### src/hdl/discrete_cdf_bin_sampler_defines.svh
// assertion macros shared by the sampler rtl
`ifndef DISCRETE_CDF_BIN_SAMPLER_DEFINES_SVH
`define DISCRETE_CDF_BIN_SAMPLER_DEFINES_SVH

// same-cycle implication, clocked on aclk, off during reset
`define DCBS_ASSERT_IMP(name, ante, cons, msg) \
    name: assert property (@(posedge aclk) disable iff (!aresetn) (ante) |-> (cons)) \
        else $error(msg);

// next-cycle implication, clocked on aclk, off during reset
`define DCBS_ASSERT_NXT(name, ante, cons, msg) \
    name: assert property (@(posedge aclk) disable iff (!aresetn) (ante) |=> (cons)) \
        else $error(msg);

`endif

### src/hdl/dcbs_cell.sv
// one level of the lower-bound search: holds a window and narrows it
`default_nettype none

module dcbs_cell #(
    parameter int CNT_W  = 9,
    parameter int ADDR_W = 8,
    parameter int VAL_W  = 17
) (
    input  wire logic              aclk,
    input  wire logic              aresetn,
    // window handed in from the previous level
    input  wire logic              in_valid,
    input  wire logic [CNT_W-1:0]  in_first,
    input  wire logic [CNT_W-1:0]  in_count,
    input  wire logic [VAL_W-1:0]  in_key,
    // probe address for the incoming window, zero when idle
    output logic      [ADDR_W-1:0] rd_addr,
    // table entry at the probe of the held window
    input  wire logic [VAL_W-1:0]  rd_data,
    // narrowed window handed to the next level
    output logic                   out_valid,
    output logic      [CNT_W-1:0]  out_first,
    output logic      [CNT_W-1:0]  out_count,
    output logic      [VAL_W-1:0]  out_key
);

    logic             valid_reg;
    logic [CNT_W-1:0] first_reg;
    logic [CNT_W-1:0] count_reg;
    logic [VAL_W-1:0] key_reg;
    logic [CNT_W-1:0] in_probe;
    logic [CNT_W-1:0] half;

    // probe of the window about to be captured
    assign in_probe = in_first + (in_count >> 1);
    assign rd_addr  = in_valid ? in_probe[ADDR_W-1:0] : '0;

    // token bit
    always_ff @(posedge aclk) begin
        if (!aresetn) begin
            valid_reg <= 1'b0;
        end else begin
            valid_reg <= in_valid;
        end
    end

    // window payload
    always_ff @(posedge aclk) begin
        if (in_valid) begin
            first_reg <= in_first;
            count_reg <= in_count;
            key_reg   <= in_key;
        end
    end

    // narrow the window on the compare result
    assign half = count_reg >> 1;

    always_comb begin
        out_first = first_reg;
        out_count = count_reg;
        if (count_reg != '0) begin
            if (rd_data < key_reg) begin
                out_first = first_reg + half + CNT_W'(1);
                out_count = count_reg - half - CNT_W'(1);
            end else begin
                out_count = half;
            end
        end
    end

    assign out_valid = valid_reg;
    assign out_key   = key_reg;

endmodule

`default_nettype wire

### config.mk
export PLATFORM = sky130hd
export DESIGN_NAME = dcbs_cell
export DESIGN_NICKNAME = d
export VERILOG_FILES = /design/src/hdl/discrete_cdf_bin_sampler_defines.svh /design/src/hdl/dcbs_cell.sv
export SDC_FILE = /design/constraint.sdc
export NUM_CORES = 1
export LEC_CHECK = 0
export BUFFER_PORTS_ARGS = -buffer_cell sky130_fd_sc_hd__buf_2
export CORE_MARGIN = 2
export CORE_UTILIZATION = 50
export DETAILED_ROUTE_END_ITERATION = 10
export HOLD_SLACK_MARGIN = 0.06
export PLACE_DENSITY = 0.91
export SYNTH_ARGS = -nofsm -noshare
export SYNTH_HDL_FRONTEND = slang
export SYNTH_SLANG_ARGS = --single-unit
### constraint.sdc
create_clock -name aclk -period 8.6 [get_ports aclk]
set_input_delay 2.15 -clock aclk [delete_from_list [all_inputs] [get_ports aclk]]
set_output_delay 2.15 -clock aclk [all_outputs]
set_load 0.02 [all_outputs]
==> results.sh <==
export IMPL_status="complete, no violations"
export IMPL_hold_buffers=0
export IMPL_dp_cells=431
export IMPL_ant_nets=0
export IMPL_timing_final_crit_share_pct=81.31
export IMPL_wirelength_mm=6.207
export IMPL_cts_buffers_inserted=5
export IMPL_path_clk_slew_ns=0.08
export IMPL_worst_slack_ns=1.608
export IMPL_ys_async_sr_fraction_pct=0
export IMPL_gr_usage_met2_pct=38.45
export IMPL_antenna_found_initial=0
export IMPL_cts_sinks=36
export IMPL_fillers=423
export IMPL_cts_buffer_depth=2
export IMPL_synth_cell_types=41
export IMPL_hold_depth=1
export IMPL_register_area_um2=1071
export IMPL_crit_type="in2out"
export IMPL_htreeDepth=2
export IMPL_clkPwrFrac_pct=21.0
export IMPL_cts_root_buf="clkbuf_8"
export IMPL_maxSlewViolCount=0
export IMPL_power_uw=588.6
export IMPL_p_leak_nw=1.659
export IMPL_fmax_ghz=0.1430
export IMPL_grt_ovfl_total=0
export IMPL_dieArea_um2=6154
export IMPL_swShare_pct=37.28
export IMPL_synth_flop_cell="edfxtp_1"
export IMPL_mostFrequentLayoutCell="buf_2"
export IMPL_io_pins=99
export IMPL_grt_usage_pct=20.87
export IMPL_comb_power_share_pct=41.9
export IMPL_drt_pass1_iter_count=4
export IMPL_rsz0062_at_grt="false"
export IMPL_layout_min_cycle_time_ns=6.992
export IMPL_cp_num_cells=9
export IMPL_die_w_um=78.45
export IMPL_cts_resized=0
export IMPL_syn2layout_area_growth_pct=23.75
export IMPL_busiest_layer="met2"
export IMPL_drv_cap=0
export IMPL_drive_above_1_share_pct=32.97
export IMPL_portBuffers=98
export IMPL_synth_enable_flop_cells=35
export IMPL_rows=27
export IMPL_path_max_fanout=11
export IMPL_setup_viol=0
export IMPL_setup_tns_ns=0
export IMPL_cts_tree="yes"
export IMPL_drc=0
export IMPL_end_kind="output pin"
export IMPL_syn_avg_cell_area_um2=10.54
export IMPL_syn_area_um2=2771
export IMPL_fp_coreArea_um2=5439
export IMPL_drt_iter0_markers=127
export IMPL_cts_setup_buffers=0
export IMPL_fin_nets=467
export IMPL_relSlewSlack_pct=36.60
export IMPL_wl_per_cell_um=14.14
export IMPL_die_height_um=78.45
export IMPL_synth_seq_cells=36
export IMPL_startpoint_type="primary input"
export IMPL_final_cell_count_no_fill=439
export IMPL_power_density_nw_per_um2=171.6
export IMPL_yosys_warnings=0
export IMPL_grt_max_degree=45
export IMPL_cp_arrival_ns=4.84
export IMPL_cp_slowest_stage_delay_ns=0.77
export IMPL_via_count=2276
export IMPL_gp_congestion=0.9062
export IMPL_grt_met3_usage_pct=2.529
export IMPL_worst_hold_path_type="in2reg"
export IMPL_cp_slowest_cell="a311oi_2"
export IMPL_worstPathCellList="buf_2 -> ha_1 -> a21oi_2 -> nand2_1 -> a221o_1 -> a311oi_2 -> o21ai_2 -> mux2_2 -> buf_2"
export IMPL_worst_path_most_repeated_cell="buf_2"
export IMPL_syn_inst=263
export IMPL_irDropWorstVdd_v=0.0001237
export IMPL_seqPwrFrac_pct=37.2
export IMPL_grt_pass1_wl_mm=10.05
export IMPL_critPathBufInv=2
export IMPL_utilization_pct=63.06
export IMPL_synth_seq_area_share_pct=38.65
export IMPL_finalHoldViolations=0
export IMPL_p_switching_uw=219.4
export IMPL_dp_hpwl_mm=5.132
export IMPL_worst_pin_slew_ns=0.9509
export IMPL_final_cell_mix="buf_2, ha_1, edfxtp_1, inv_1, nor2_1"
export IMPL_pre_cts_slack_ns=1.621
export IMPL_largest_reg_flops=17
export IMPL_n_antenna_cell=0
export IMPL_multiInputGateArea_um2=1565
export IMPL_grt_pass1_vias=2273
export IMPL_synth_nets=364
export IMPL_p_int_uw=369.2
export IMPL_cp_required_ns=6.45
export IMPL_start_util_pct=50.95
export IMPL_met1_usage_pct=24.24
export IMPL_via_per_inst=5.185
export IMPL_cp_top_family="compound AO/OA/AOI/OAI gates"
==> synth_stat cells, types with 2 or more instances <==
master / count / area [µm²]
a21oi_1: 12 / 60.06
ha_1: 43 / 538.0
o21a_1: 2 / 15.01
mux2i_1: 6 / 60.06
o21ai_0: 11 / 55.05
nand4_1: 2 / 12.51
inv_1: 32 / 120.1
nor3_1: 4 / 20.02
edfxtp_1: 35 / 1051
nor2_1: 20 / 75.07
o21bai_1: 3 / 22.52
xor2_1: 7 / 61.31
nand2_1: 17 / 63.81
and2_1: 10 / 62.56
o41ai_1: 4 / 35.03
a21o_1: 4 / 30.03
nand3_1: 5 / 25.02
fa_1: 3 / 60.06
xnor2_1: 13 / 113.9
mux2_2: 9 / 101.4
==> per-stage QoR <==
step	cell area (µm²)	hold WS [ns]
floorplan	2771	2.249
global placement	3337	2.327
detailed placement	3337	2.328
CTS	3430	2.018
global route	3430	2.009
finish	3430	2.027
==> cell families (layout without fill, tap and decap cells) <==
group	count (synthesis)	in the layout	synth area share [%]
muxes	15	15	5.824
xor gates and xnor gates	20	20	6.321
AOI/OAI and AO/OA	49	49	11.96
buffers and inverters	34	138	4.876
adders and majority gates	46	46	21.58
DFF	36	36	38.65
and+or+nand+nor	63	63	10.79
==> layout make-up <==
type                    count  share of cell area [%]
repair buffers             98                   14.30
inverters                  32                   3.502
multi-input cells         193                   45.64
clock buffers               5                   2.007
clock inverters             3                  0.6932
well taps                  72                   2.627
flip-flops and latches     36                   31.23
==> path summary, 6_finish.rpt <==
check	slack, ns	end	startpoint
max	1.61	out_first[2]	rd_data[15]
min	2.03	out_key[0]	in_key[0]
==> routing by layer <==
metal	up-vias	wire [µm]
met3	12	213
met4	0	143
li1	1148	-
met2	68	3260
met5	-	0
met1	1048	2590
==> power groups by stage <==
stage | sequential, mW | clock, mW | combinational (mW)
after floorplan | 0.228 | 0 | 0.162
after global placement | 0.222 | 0 | 0.236
after detailed placement | 0.223 | 0 | 0.245
after CTS | 0.219 | 0.126 | 0.247
after global routing | 0.221 | 0.133 | 0.270
final | 0.219 | 0.123 | 0.246
No activity file was read; power rests on OpenSTA's default activity.
